`src/sv/stt_pkg.sv`:
```
// Shared types, token codes and keyword table for the source text tokenizer.
package stt_pkg;

  localparam int POS_WIDTH = 32;
  localparam int LEN_WIDTH = 16;
  localparam int PREFIX_WIDTH = 48;
  localparam int QUEUE_DEPTH = 4;
  localparam int QPTR_WIDTH = $clog2(QUEUE_DEPTH);
  localparam int QCNT_WIDTH = $clog2(QUEUE_DEPTH + 1);

  localparam logic [4:0] TT_IDENT    = 5'd0;
  localparam logic [4:0] TT_BASETYPE = 5'd1;
  localparam logic [4:0] TT_KEYWORD  = 5'd2;
  localparam logic [4:0] TT_NUMBER   = 5'd3;
  localparam logic [4:0] TT_DIV      = 5'd4;
  localparam logic [4:0] TT_ADD      = 5'd5;
  localparam logic [4:0] TT_SUB      = 5'd6;
  localparam logic [4:0] TT_MUL      = 5'd7;
  localparam logic [4:0] TT_ASSIGN   = 5'd8;
  localparam logic [4:0] TT_COMMA    = 5'd9;
  localparam logic [4:0] TT_SEMI     = 5'd10;
  localparam logic [4:0] TT_LBRACE   = 5'd11;
  localparam logic [4:0] TT_RBRACE   = 5'd12;
  localparam logic [4:0] TT_LPAREN   = 5'd13;
  localparam logic [4:0] TT_RPAREN   = 5'd14;
  localparam logic [4:0] TT_LBRACKET = 5'd15;
  localparam logic [4:0] TT_RBRACKET = 5'd16;

  localparam logic [2:0] WC_NONE   = 3'd0;
  localparam logic [2:0] WC_VOID   = 3'd1;
  localparam logic [2:0] WC_U64    = 3'd2;
  localparam logic [2:0] WC_IF     = 3'd3;
  localparam logic [2:0] WC_ELSE   = 3'd4;
  localparam logic [2:0] WC_SWITCH = 3'd5;
  localparam logic [2:0] WC_RETURN = 3'd6;

  // Reserved words packed first byte lowest, as the word prefix is collected.
  localparam logic [PREFIX_WIDTH-1:0] PACK_VOID   = 48'h0000_6469_6F76;
  localparam logic [PREFIX_WIDTH-1:0] PACK_U64    = 48'h0000_0034_3675;
  localparam logic [PREFIX_WIDTH-1:0] PACK_IF     = 48'h0000_0000_6669;
  localparam logic [PREFIX_WIDTH-1:0] PACK_ELSE   = 48'h0000_6573_6C65;
  localparam logic [PREFIX_WIDTH-1:0] PACK_SWITCH = 48'h6863_7469_7773;
  localparam logic [PREFIX_WIDTH-1:0] PACK_RETURN = 48'h6E72_7574_6572;

  typedef enum logic [2:0] {
    MODE_NORMAL,
    MODE_SLASH,
    MODE_BLOCK,
    MODE_BLOCK_STAR,
    MODE_LINE
  } lex_mode_t;

  // One raw token: either a finished word still to be classified or a fixed token.
  typedef struct packed {
    logic                    is_word;
    logic [4:0]              ttype;
    logic [POS_WIDTH-1:0]    start;
    logic [LEN_WIDTH-1:0]    len;
    logic [PREFIX_WIDTH-1:0] prefix;
    logic                    all_digits;
  } tok_t;

  // All tokens caused by one input byte.
  typedef struct packed {
    logic two;
    tok_t tok0;
    tok_t tok1;
  } bundle_t;

endpackage

```
`src/sv/source_text_tokenizer.sv`:
```
// Top level of the source text tokenizer: lexer front end, bundle queue, output stage.
//
// Usage: source bytes enter on the input queue port. A byte transfers at a rising
// edge with push high and full low; in_end_of_input marks the last byte of a stream,
// after which positions restart at zero. Tokens leave on the result queue port: the
// oldest token sits on the out_ ports while empty is low and transfers at an edge
// with pop high. out_run_last is set on the final token caused by a given byte.
// One byte is taken every cycle while full is low. Each byte yields zero, one or two
// tokens; the front end packs those of each byte that yields any into one bundle and
// writes it into a four-entry queue. The output stage hands out one token per cycle
// while pop is high, so the two tokens of a byte leave one after the other; the output
// stage sets the sustained rate whenever tokens arrive faster than one per cycle.
// When nothing waits ahead of it, a token appears on the result ports once the output
// register loads: the bundle is written into the queue at its byte's transfer edge
// itself and the output register loads at the following edge.
// When the receiver stalls, the queue fills and full rises; bytes are then held
// off while lexer state stays put, so no token is lost or repeated.
// Reset (synchronous, active low) empties the queue and output register and puts
// the lexer at position zero in normal mode with no pending word.
module source_text_tokenizer
  import stt_pkg::*;
(
  input  logic                 clk,
  input  logic                 rst_n,
  input  logic                 push,
  output logic                 full,
  input  logic [7:0]           in_byte,
  input  logic                 in_end_of_input,
  output logic                 empty,
  input  logic                 pop,
  output logic [4:0]           out_token_type,
  output logic [2:0]           out_word_code,
  output logic [POS_WIDTH-1:0] out_start_pos,
  output logic [LEN_WIDTH-1:0] out_token_length,
  output logic                 out_run_last
);

  logic    accept;
  logic    bundle_valid;
  bundle_t bundle;
  bundle_t q_head;
  logic    q_empty;
  logic    q_pop;

  // A byte transfer advances lexer state exactly once.
  assign accept = push && !full;

  stt_front u_front (
    .clk          (clk),
    .rst_n        (rst_n),
    .accept       (accept),
    .byte_i       (in_byte),
    .last_i       (in_end_of_input),
    .bundle_valid (bundle_valid),
    .bundle       (bundle)
  );

  // The queue decouples the lexer from a stalled receiver.
  stt_queue u_queue (
    .clk   (clk),
    .rst_n (rst_n),
    .push  (bundle_valid),
    .wdata (bundle),
    .full  (full),
    .pop   (q_pop),
    .rdata (q_head),
    .empty (q_empty)
  );

  // The output stage classifies words and presents one token at a time.
  stt_back u_back (
    .clk          (clk),
    .rst_n        (rst_n),
    .q_empty      (q_empty),
    .q_head       (q_head),
    .q_pop        (q_pop),
    .empty        (empty),
    .pop          (pop),
    .token_type   (out_token_type),
    .word_code    (out_word_code),
    .start_pos    (out_start_pos),
    .token_length (out_token_length),
    .run_last     (out_run_last)
  );

endmodule

```
`src/sv/stt_front.sv`:
```
// Front end: per-byte lexer state machine that builds raw token bundles.
module stt_front
  import stt_pkg::*;
(
  input  logic          clk,
  input  logic          rst_n,
  input  logic          accept,
  input  logic [7:0]    byte_i,
  input  logic          last_i,
  output logic          bundle_valid,
  output bundle_t       bundle
);

  localparam logic [7:0] CH_SPACE = 8'h20;
  localparam logic [7:0] CH_TAB   = 8'h09;
  localparam logic [7:0] CH_NL    = 8'h0A;
  localparam logic [7:0] CH_SLASH = 8'h2F;
  localparam logic [7:0] CH_STAR  = 8'h2A;
  localparam logic [7:0] CH_ZERO  = 8'h30;
  localparam logic [7:0] CH_NINE  = 8'h39;

  lex_mode_t                mode_r, mode_nxt;
  logic [POS_WIDTH-1:0]     pos_r, pos_nxt;
  logic [POS_WIDTH-1:0]     wstart_r, wstart_nxt;
  logic [LEN_WIDTH-1:0]     wlen_r, wlen_nxt;
  logic [PREFIX_WIDTH-1:0]  wprefix_r, wprefix_nxt;
  logic                     wdig_r, wdig_nxt;

  logic [1:0]               n;
  tok_t                     tok0, tok1;
  logic                     run_normal;
  logic [4:0]               pt;
  logic [5:0]               shift;

  function automatic logic [4:0] punct_type(input logic [7:0] c);
    logic [4:0] t;
    unique case (c)
      8'h2B:   t = TT_ADD;
      8'h2D:   t = TT_SUB;
      8'h2A:   t = TT_MUL;
      8'h3D:   t = TT_ASSIGN;
      8'h2C:   t = TT_COMMA;
      8'h3B:   t = TT_SEMI;
      8'h7B:   t = TT_LBRACE;
      8'h7D:   t = TT_RBRACE;
      8'h28:   t = TT_LPAREN;
      8'h29:   t = TT_RPAREN;
      8'h5B:   t = TT_LBRACKET;
      8'h5D:   t = TT_RBRACKET;
      default: t = TT_IDENT;
    endcase
    return t;
  endfunction

  function automatic tok_t mk_fixed(input logic [4:0] t, input logic [POS_WIDTH-1:0] s);
    tok_t r;
    r            = '0;
    r.ttype      = t;
    r.start      = s;
    r.len        = LEN_WIDTH'(1);
    return r;
  endfunction

  function automatic tok_t mk_word(input logic [POS_WIDTH-1:0] s,
                                   input logic [LEN_WIDTH-1:0] l,
                                   input logic [PREFIX_WIDTH-1:0] p,
                                   input logic d);
    tok_t r;
    r.is_word    = 1'b1;
    r.ttype      = TT_IDENT;
    r.start      = s;
    r.len        = l;
    r.prefix     = p;
    r.all_digits = d;
    return r;
  endfunction

  always_comb begin
    mode_nxt    = mode_r;
    wstart_nxt  = wstart_r;
    wlen_nxt    = wlen_r;
    wprefix_nxt = wprefix_r;
    wdig_nxt    = wdig_r;
    n           = 2'd0;
    tok0        = '0;
    tok1        = '0;
    run_normal  = 1'b0;
    pt          = punct_type(byte_i);
    shift       = {wlen_r[2:0], 3'b000};

    unique case (mode_r)
      MODE_SLASH: begin
        if (byte_i == CH_STAR) begin
          mode_nxt = MODE_BLOCK;
        end else if (byte_i == CH_SLASH) begin
          mode_nxt = MODE_LINE;
        end else begin
          tok0       = mk_fixed(TT_DIV, pos_r - POS_WIDTH'(1));
          n          = 2'd1;
          mode_nxt   = MODE_NORMAL;
          run_normal = 1'b1;
        end
      end
      MODE_BLOCK: begin
        if (byte_i == CH_STAR) mode_nxt = MODE_BLOCK_STAR;
      end
      MODE_BLOCK_STAR: begin
        if (byte_i == CH_SLASH) mode_nxt = MODE_NORMAL;
        else if (byte_i != CH_STAR) mode_nxt = MODE_BLOCK;
      end
      MODE_LINE: begin
        if (byte_i == CH_NL) mode_nxt = MODE_NORMAL;
      end
      default: begin
        mode_nxt   = MODE_NORMAL;
        run_normal = 1'b1;
      end
    endcase

    if (run_normal) begin
      if (byte_i == CH_SPACE || byte_i == CH_TAB || byte_i == CH_NL ||
          pt != TT_IDENT || byte_i == CH_SLASH) begin
        // Any delimiter finishes the pending word first.
        if (wlen_nxt != '0) begin
          if (n == 2'd0) tok0 = mk_word(wstart_nxt, wlen_nxt, wprefix_nxt, wdig_nxt);
          else           tok1 = mk_word(wstart_nxt, wlen_nxt, wprefix_nxt, wdig_nxt);
          n           = n + 2'd1;
          wstart_nxt  = '0;
          wlen_nxt    = '0;
          wprefix_nxt = '0;
          wdig_nxt    = 1'b1;
        end
        if (pt != TT_IDENT) begin
          if (n == 2'd0) tok0 = mk_fixed(pt, pos_r);
          else           tok1 = mk_fixed(pt, pos_r);
          n = n + 2'd1;
        end else if (byte_i == CH_SLASH) begin
          mode_nxt = MODE_SLASH;
        end
      end else begin
        if (wlen_r == '0) wstart_nxt = pos_r;
        if (wlen_r < LEN_WIDTH'(6)) wprefix_nxt[shift +: 8] = wprefix_r[shift +: 8] | byte_i;
        if (byte_i < CH_ZERO || byte_i > CH_NINE) wdig_nxt = 1'b0;
        if (wlen_r != '1) wlen_nxt = wlen_r + LEN_WIDTH'(1);
      end
    end

    if (last_i) begin
      if (mode_nxt == MODE_SLASH) begin
        if (n == 2'd0) tok0 = mk_fixed(TT_DIV, pos_r);
        else           tok1 = mk_fixed(TT_DIV, pos_r);
        n = n + 2'd1;
      end
      if (wlen_nxt != '0) begin
        if (n == 2'd0) tok0 = mk_word(wstart_nxt, wlen_nxt, wprefix_nxt, wdig_nxt);
        else           tok1 = mk_word(wstart_nxt, wlen_nxt, wprefix_nxt, wdig_nxt);
        n = n + 2'd1;
      end
      mode_nxt    = MODE_NORMAL;
      wstart_nxt  = '0;
      wlen_nxt    = '0;
      wprefix_nxt = '0;
      wdig_nxt    = 1'b1;
      pos_nxt     = '0;
    end else begin
      pos_nxt = pos_r + POS_WIDTH'(1);
    end
  end

  assign bundle_valid = accept && (n != 2'd0);
  assign bundle.two   = (n == 2'd2);
  assign bundle.tok0  = tok0;
  assign bundle.tok1  = tok1;

  always_ff @(posedge clk) begin
    if (!rst_n) begin
      mode_r    <= MODE_NORMAL;
      pos_r     <= '0;
      wstart_r  <= '0;
      wlen_r    <= '0;
      wprefix_r <= '0;
      wdig_r    <= 1'b1;
    end else if (accept) begin
      mode_r    <= mode_nxt;
      pos_r     <= pos_nxt;
      wstart_r  <= wstart_nxt;
      wlen_r    <= wlen_nxt;
      wprefix_r <= wprefix_nxt;
      wdig_r    <= wdig_nxt;
    end
  end

  // The last byte of a stream always leaves the lexer back at its start.
  a_last_restarts: assert property (@(posedge clk) disable iff (!rst_n)
    accept && last_i |=> mode_r == MODE_NORMAL && pos_r == '0 && wlen_r == '0)
    else $error("lexer not restarted after end of input");

endmodule

```
`src/sv/stt_queue.sv`:
```
// Short queue of token bundles between the lexer front end and the output stage.
module stt_queue
  import stt_pkg::*;
(
  input  logic    clk,
  input  logic    rst_n,
  input  logic    push,
  input  bundle_t wdata,
  output logic    full,
  input  logic    pop,
  output bundle_t rdata,
  output logic    empty
);

  bundle_t                mem_r [QUEUE_DEPTH];
  logic [QPTR_WIDTH-1:0]  wr_ptr_r, rd_ptr_r;
  logic [QCNT_WIDTH-1:0]  cnt_r;

  assign full  = (cnt_r == QCNT_WIDTH'(QUEUE_DEPTH));
  assign empty = (cnt_r == '0);
  assign rdata = mem_r[rd_ptr_r];

  always_ff @(posedge clk) begin
    if (push) mem_r[wr_ptr_r] <= wdata;
  end

  always_ff @(posedge clk) begin
    if (!rst_n) begin
      wr_ptr_r <= '0;
      rd_ptr_r <= '0;
      cnt_r    <= '0;
    end else begin
      if (push) wr_ptr_r <= wr_ptr_r + QPTR_WIDTH'(1);
      if (pop)  rd_ptr_r <= rd_ptr_r + QPTR_WIDTH'(1);
      if (push && !pop)      cnt_r <= cnt_r + QCNT_WIDTH'(1);
      else if (pop && !push) cnt_r <= cnt_r - QCNT_WIDTH'(1);
    end
  end

  a_no_overflow: assert property (@(posedge clk) disable iff (!rst_n)
    full |-> !push)
    else $error("bundle written into a full queue");

endmodule

```
`src/sv/stt_back.sv`:
```
// Output stage: classifies words and serializes bundles into single tokens.
module stt_back
  import stt_pkg::*;
(
  input  logic                 clk,
  input  logic                 rst_n,
  input  logic                 q_empty,
  input  bundle_t              q_head,
  output logic                 q_pop,
  output logic                 empty,
  input  logic                 pop,
  output logic [4:0]           token_type,
  output logic [2:0]           word_code,
  output logic [POS_WIDTH-1:0] start_pos,
  output logic [LEN_WIDTH-1:0] token_length,
  output logic                 run_last
);

  logic                 valid_r, valid_nxt;
  logic                 sel_r, sel_nxt;
  logic [4:0]           type_r;
  logic [2:0]           code_r;
  logic [POS_WIDTH-1:0] start_r;
  logic [LEN_WIDTH-1:0] len_r;
  logic                 last_r;

  logic                 load;
  tok_t                 cur;
  logic [4:0]           cls_type;
  logic [2:0]           cls_code;

  assign cur  = sel_r ? q_head.tok1 : q_head.tok0;
  assign load = !q_empty && (!valid_r || pop);

  always_comb begin
    cls_type = cur.ttype;
    cls_code = WC_NONE;
    if (cur.is_word) begin
      priority if (cur.len == LEN_WIDTH'(4) && cur.prefix == PACK_VOID) begin
        cls_type = TT_BASETYPE; cls_code = WC_VOID;
      end else if (cur.len == LEN_WIDTH'(3) && cur.prefix == PACK_U64) begin
        cls_type = TT_BASETYPE; cls_code = WC_U64;
      end else if (cur.len == LEN_WIDTH'(2) && cur.prefix == PACK_IF) begin
        cls_type = TT_KEYWORD; cls_code = WC_IF;
      end else if (cur.len == LEN_WIDTH'(4) && cur.prefix == PACK_ELSE) begin
        cls_type = TT_KEYWORD; cls_code = WC_ELSE;
      end else if (cur.len == LEN_WIDTH'(6) && cur.prefix == PACK_SWITCH) begin
        cls_type = TT_KEYWORD; cls_code = WC_SWITCH;
      end else if (cur.len == LEN_WIDTH'(6) && cur.prefix == PACK_RETURN) begin
        cls_type = TT_KEYWORD; cls_code = WC_RETURN;
      end else if (cur.all_digits) begin
        cls_type = TT_NUMBER;
      end else begin
        cls_type = TT_IDENT;
      end
    end
  end

  always_comb begin
    q_pop     = load && (sel_r || !q_head.two);
    sel_nxt   = load ? (q_head.two && !sel_r) : sel_r;
    valid_nxt = load ? 1'b1 : (valid_r && !pop);
  end

  always_ff @(posedge clk) begin
    if (!rst_n) begin
      valid_r <= 1'b0;
      sel_r   <= 1'b0;
    end else begin
      valid_r <= valid_nxt;
      sel_r   <= sel_nxt;
    end
  end

  always_ff @(posedge clk) begin
    if (load) begin
      type_r  <= cls_type;
      code_r  <= cls_code;
      start_r <= cur.start;
      len_r   <= cur.len;
      last_r  <= sel_r || !q_head.two;
    end
  end

  assign empty        = !valid_r;
  assign token_type   = type_r;
  assign word_code    = code_r;
  assign start_pos    = start_r;
  assign token_length = len_r;
  assign run_last     = last_r;

  a_sel_on_pair: assert property (@(posedge clk) disable iff (!rst_n)
    sel_r |-> !q_empty && q_head.two)
    else $error("second token selected without a two-token bundle");

  a_pair_not_last: assert property (@(posedge clk) disable iff (!rst_n)
    load && !q_pop |=> sel_r && valid_r && !last_r)
    else $error("first token of a pair marked as last");

endmodule

```
`config.mk`:
```
export PLATFORM = sky130hd
export DESIGN_NAME = source_text_tokenizer
export DESIGN_NICKNAME = d
export VERILOG_FILES = /design/src/sv/stt_pkg.sv /design/src/sv/source_text_tokenizer.sv /design/src/sv/stt_front.sv /design/src/sv/stt_queue.sv /design/src/sv/stt_back.sv
export SDC_FILE = /design/constraint.sdc
export NUM_CORES = 1
export LEC_CHECK = 0
export BUFFER_PORTS_ARGS = -buffer_cell sky130_fd_sc_hd__buf_2
export CAP_MARGIN = 20
export CELL_PAD_IN_SITES_DETAIL_PLACEMENT = 1
export CELL_PAD_IN_SITES_GLOBAL_PLACEMENT = 2
export CORE_MARGIN = 5
export CORE_UTILIZATION = 41
export CTS_CLUSTER_SIZE = 12
export DETAILED_ROUTE_END_ITERATION = 8
export GPL_ROUTABILITY_DRIVEN = 1
export PLACE_DENSITY = 0.8
export SLEW_MARGIN = 20
export SYNTH_ARGS = -nofsm -noshare
export SYNTH_HDL_FRONTEND = slang
export SYNTH_SLANG_ARGS = --single-unit
```
`constraint.sdc`:
```
create_clock -name clk -period 10.2 [get_ports clk]
set_clock_uncertainty 0.05 [all_clocks]
set_input_delay 1.02 -clock clk [delete_from_list [all_inputs] [get_ports clk]]
set_output_delay 1.02 -clock clk [all_outputs]
set_load 0.1 [all_outputs]
```
==> impl_metrics.tcl <==
set metrics [dict create \
    worstPathCellList "buf_2 -> or4b_1 -> o31ai_4 -> buf_4 -> nand2_1 -> buf_4 -> a31oi_1 -> a311oi_1 -> nor4_1 -> and4b_1 -> a211oi_1 -> or4_1 -> o211ai_2 -> and2_4 -> buf_12" \
    combPwrFrac_pct 25.6 \
    ys_warn_count 0 \
    syn-instance-count 3335 \
    power_density_nw_per_um2 232.1 \
    place.gp.congestion 0.8514 \
    nFillCells 11090 \
    die_h_um 344.0 \
    grt_overflow 0 \
    path_max_fanout 92 \
    maxSlewHeadroom_pct 23.15 \
    postRouteAntennaNets 0 \
    wl_per_cell_um 28.86 \
    grt_pass1_vias 30790 \
    synthArstFlopShare_pct 0 \
    drt_first_iter_violations 3060 \
    path_buf_inv 4 \
    vias 30270 \
    finalSetupViolations 0 \
    crit_top_cell "buf_4" \
    fin_area_um2 50990 \
    crit_path_start "in_byte[4]" \
    vias_per_cell 6.170 \
    fmaxAchievable_mhz 149.3 \
    antenna_found_initial 12 \
    p_clk_share_pct 31.6 \
    post_cts_buffers 0 \
    critPathArrivalTime_ns 6.94 \
    area_growth_pct 11.46 \
    cp_slowest_stage_delay_ns 0.79 \
    wirelength_um 141600 \
    hold_class "flop to flop" \
    rsz0062_at_grt "false" \
    row_count 122 \
    path_delay_family "simple AND/OR/NAND/NOR gates" \
    slew_violations 0 \
    core_area_um2 110800 \
    p_sw_uw 3975 \
    fin_setup_tns_ns 0 \
    cts.clk_slew.worst_paths_ns 0.06 \
    synth_edf_count 885 \
    layout.nets 3356 \
    met1_length_um 61200 \
    fin_crit_ns 6.697 \
    drc_errors 0 \
    grt_pass1_wl_um 210200 \
    drv_cap 0 \
    die-width_um 344.0 \
    ys_ff_latch 1028 \
    vdd_drop_max_uv 243.6 \
    p_leak_uw 0.01694 \
    r2r_start "u_front.wlen_r[1]" \
    synthFlopType "edfxtp_1" \
    cts_sinks 1028 \
    hpwl_um 91020 \
    place_area_um2 47660 \
    io_buffer_count 71 \
    seq_area_frac_synth_pct 64.35 \
    dr_wl_met2_um 65060 \
    switching_share_pct 33.59 \
    cts_tree "yes" \
    hold_path_startpoint "u_queue.wr_ptr_r[1]" \
    cts_hold_buffers 0 \
    synth_area_um2 45750 \
    die_area_um2 118400 \
    seq_power_share_pct 42.8 \
    worst_pin_slew_ns 1.150 \
    internal_power_uw 7859 \
    h-tree-depth 3 \
    syn_avg_cell_area_um2 13.72 \
    drive_above_1_share_pct 15.79 \
    io-pin-count 72 \
    worstSkewPairLatency_ns 0.70 \
    start_util_pct 41.28 \
    final_core_util_pct 46.01 \
    drt-pass1-iter-count 5 \
    register_area_um2 29450 \
    worstPathRequired_ns 10.45 \
    worst-setup-path-type "primary input to flop" \
    cts_made_buffers 104 \
    grt_max_degree 93 \
    dr.max_layer_used "met5" \
    clock_path_buffers 3 \
    finalHoldViolations 0 \
    critPathLaunchType "primary input" \
    crit_path_top_delay_cell "and2_4" \
    grt.total_usage_pct 23.66 \
    multiInputGateArea_um2 15220 \
    cts-root-buf "clkbuf_16" \
    post-route-period-util_pct 65.66 \
    endpoint_kind "flop" \
    post_cts_resized 0 \
    ys_types 92 \
    outcome "complete, no violations" \
    met3_length_um 12230 \
    synth_nets 3367 \
]
## cells in the final DEF (no fill, tap or decap), types with 63 or more instances in the layout
master     instances
buf_4             63
edfxtp_1         885
a22oi_1           69
mux4_2           186
o22ai_1           63
nand2_1          341
a21oi_1          183
dfxtp_1          140
clkbuf_16        106
and3_1            82
a22o_1            91
o21ai_0          149
buf_2             70
nor2_1           143
and2_1            65
## stage by stage
step	hold WS (ns)	cells	total power (uW)	worst slack [ns]
floorplan	0.4177	3335	7372	0.4943
global placement	0.4411	4706	8177	2.855
detailed placement	0.4441	4706	8210	2.912
CTS	0.4540	4901	11940	3.633
global route	0.4748	4901	12270	3.343
finish	0.4534	4906	11830	3.503
## kinds of logic (layout without fill, tap and decap cells)
| family | Yosys count | in the layout | synth area share [%] |
|---|---|---|---|
| adder cells (fa/ha/maj) | 19 | 19 | 0.5361 |
| AND/OR/NAND/NOR | 973 | 973 | 10.70 |
| buffers and inverters | 292 | 370 | 2.533 |
| flip-flops | 1028 | 1028 | 64.35 |
| AO/OA/AOI/OAI | 758 | 758 | 11.08 |
| other | 0 | 5 | 0 |
| multiplexers | 225 | 225 | 10.04 |
| XOR/XNOR | 40 | 40 | 0.7658 |
## cells in the mapped netlist, drive strengths merged, types with 36 or more instances
library cell | count | area share (%)
edfxtp | 885 | 58
a21oi | 187 | 2.1
and2 | 70 | 0.96
dfxtp | 143 | 6.3
clkbuf | 193 | 1.6
a21boi | 36 | 0.62
a22o | 91 | 1.7
o22ai | 68 | 1.0
nor2 | 153 | 1.3
nand2 | 344 | 2.8
nor3 | 55 | 0.61
nand3 | 48 | 0.53
a22oi | 69 | 1.1
o21ai | 159 | 1.8
mux4 | 186 | 9.2
and3 | 82 | 1.1
nor2b | 57 | 0.78
buf | 66 | 0.68
nor4 | 40 | 0.58
## final cells by class
| class | instances | area share [%] |
|---|---|---|
| sequential | 1028 | 57.76 |
| multi-input combinational | 2015 | 29.85 |
| clock buffer | 172 | 5.963 |
| tap | 1488 | 3.652 |
| timing repair buffer | 142 | 1.968 |
| clock inverter | 23 | 0.5325 |
| inverter | 33 | 0.2479 |
| antenna | 5 | 0.02454 |
## state kept, by name, summed over array words and instances, names as in the netlist, 2 cells and up, named ones only
name and cells:
u_queue.wr_ptr_r 2, u_back.start_pos 32, u_queue.mem_r 828, u_front.wprefix_r 48, u_front.wstart_r 32, u_queue.cnt_r 3, u_back.word_code 3, u_back.token_type 5
u_back.token_length 16, u_front.wlen_r 16, u_front.mode_r 3, u_queue.rd_ptr_r 2, u_front.pos_r 32
## per-layer routing
metal  vias to the layer above  track usage [%]
li1                      12990                -
met1                     15780            34.06
met2                      1284            37.02
met3                       209            5.089
met4                        12            5.719
met5                         -           0.2042
## power groups by stage
stage / clock (uW) / sequential (uW) / combinational (uW)
final: 3740 / 5060 / 3030
after global routing: 4000 / 5090 / 3190
after CTS: 3800 / 5070 / 3070
after detailed placement: 0 / 5150 / 3060
after global placement: 0 / 5140 / 3040
after floorplan: 0 / 5980 / 1390
## worst register-to-register path: cells and delay by family (launching register included)
kind,cells,cell delay (ns)
adders and majority gates,1,0.30
DFF,1,0.32
buffers and inverters,5,1.86
and+or+nand+nor,5,2.39
AOI/OAI and AO/OA,4,0.91
## final timing paths
kind | to | slack, ns | cells past startpoint
worst min register to register | u_queue.wr_ptr_r[1] | 0.45 | 2
worst max-delay path | u_queue.mem_r[3][171] | 3.50 | 15
worst max register to register | u_queue.mem_r[3][171] | 3.75 | 15
worst min-delay path | u_queue.wr_ptr_r[1] | 0.45 | 2
Power figures use the tool's default switching activity.
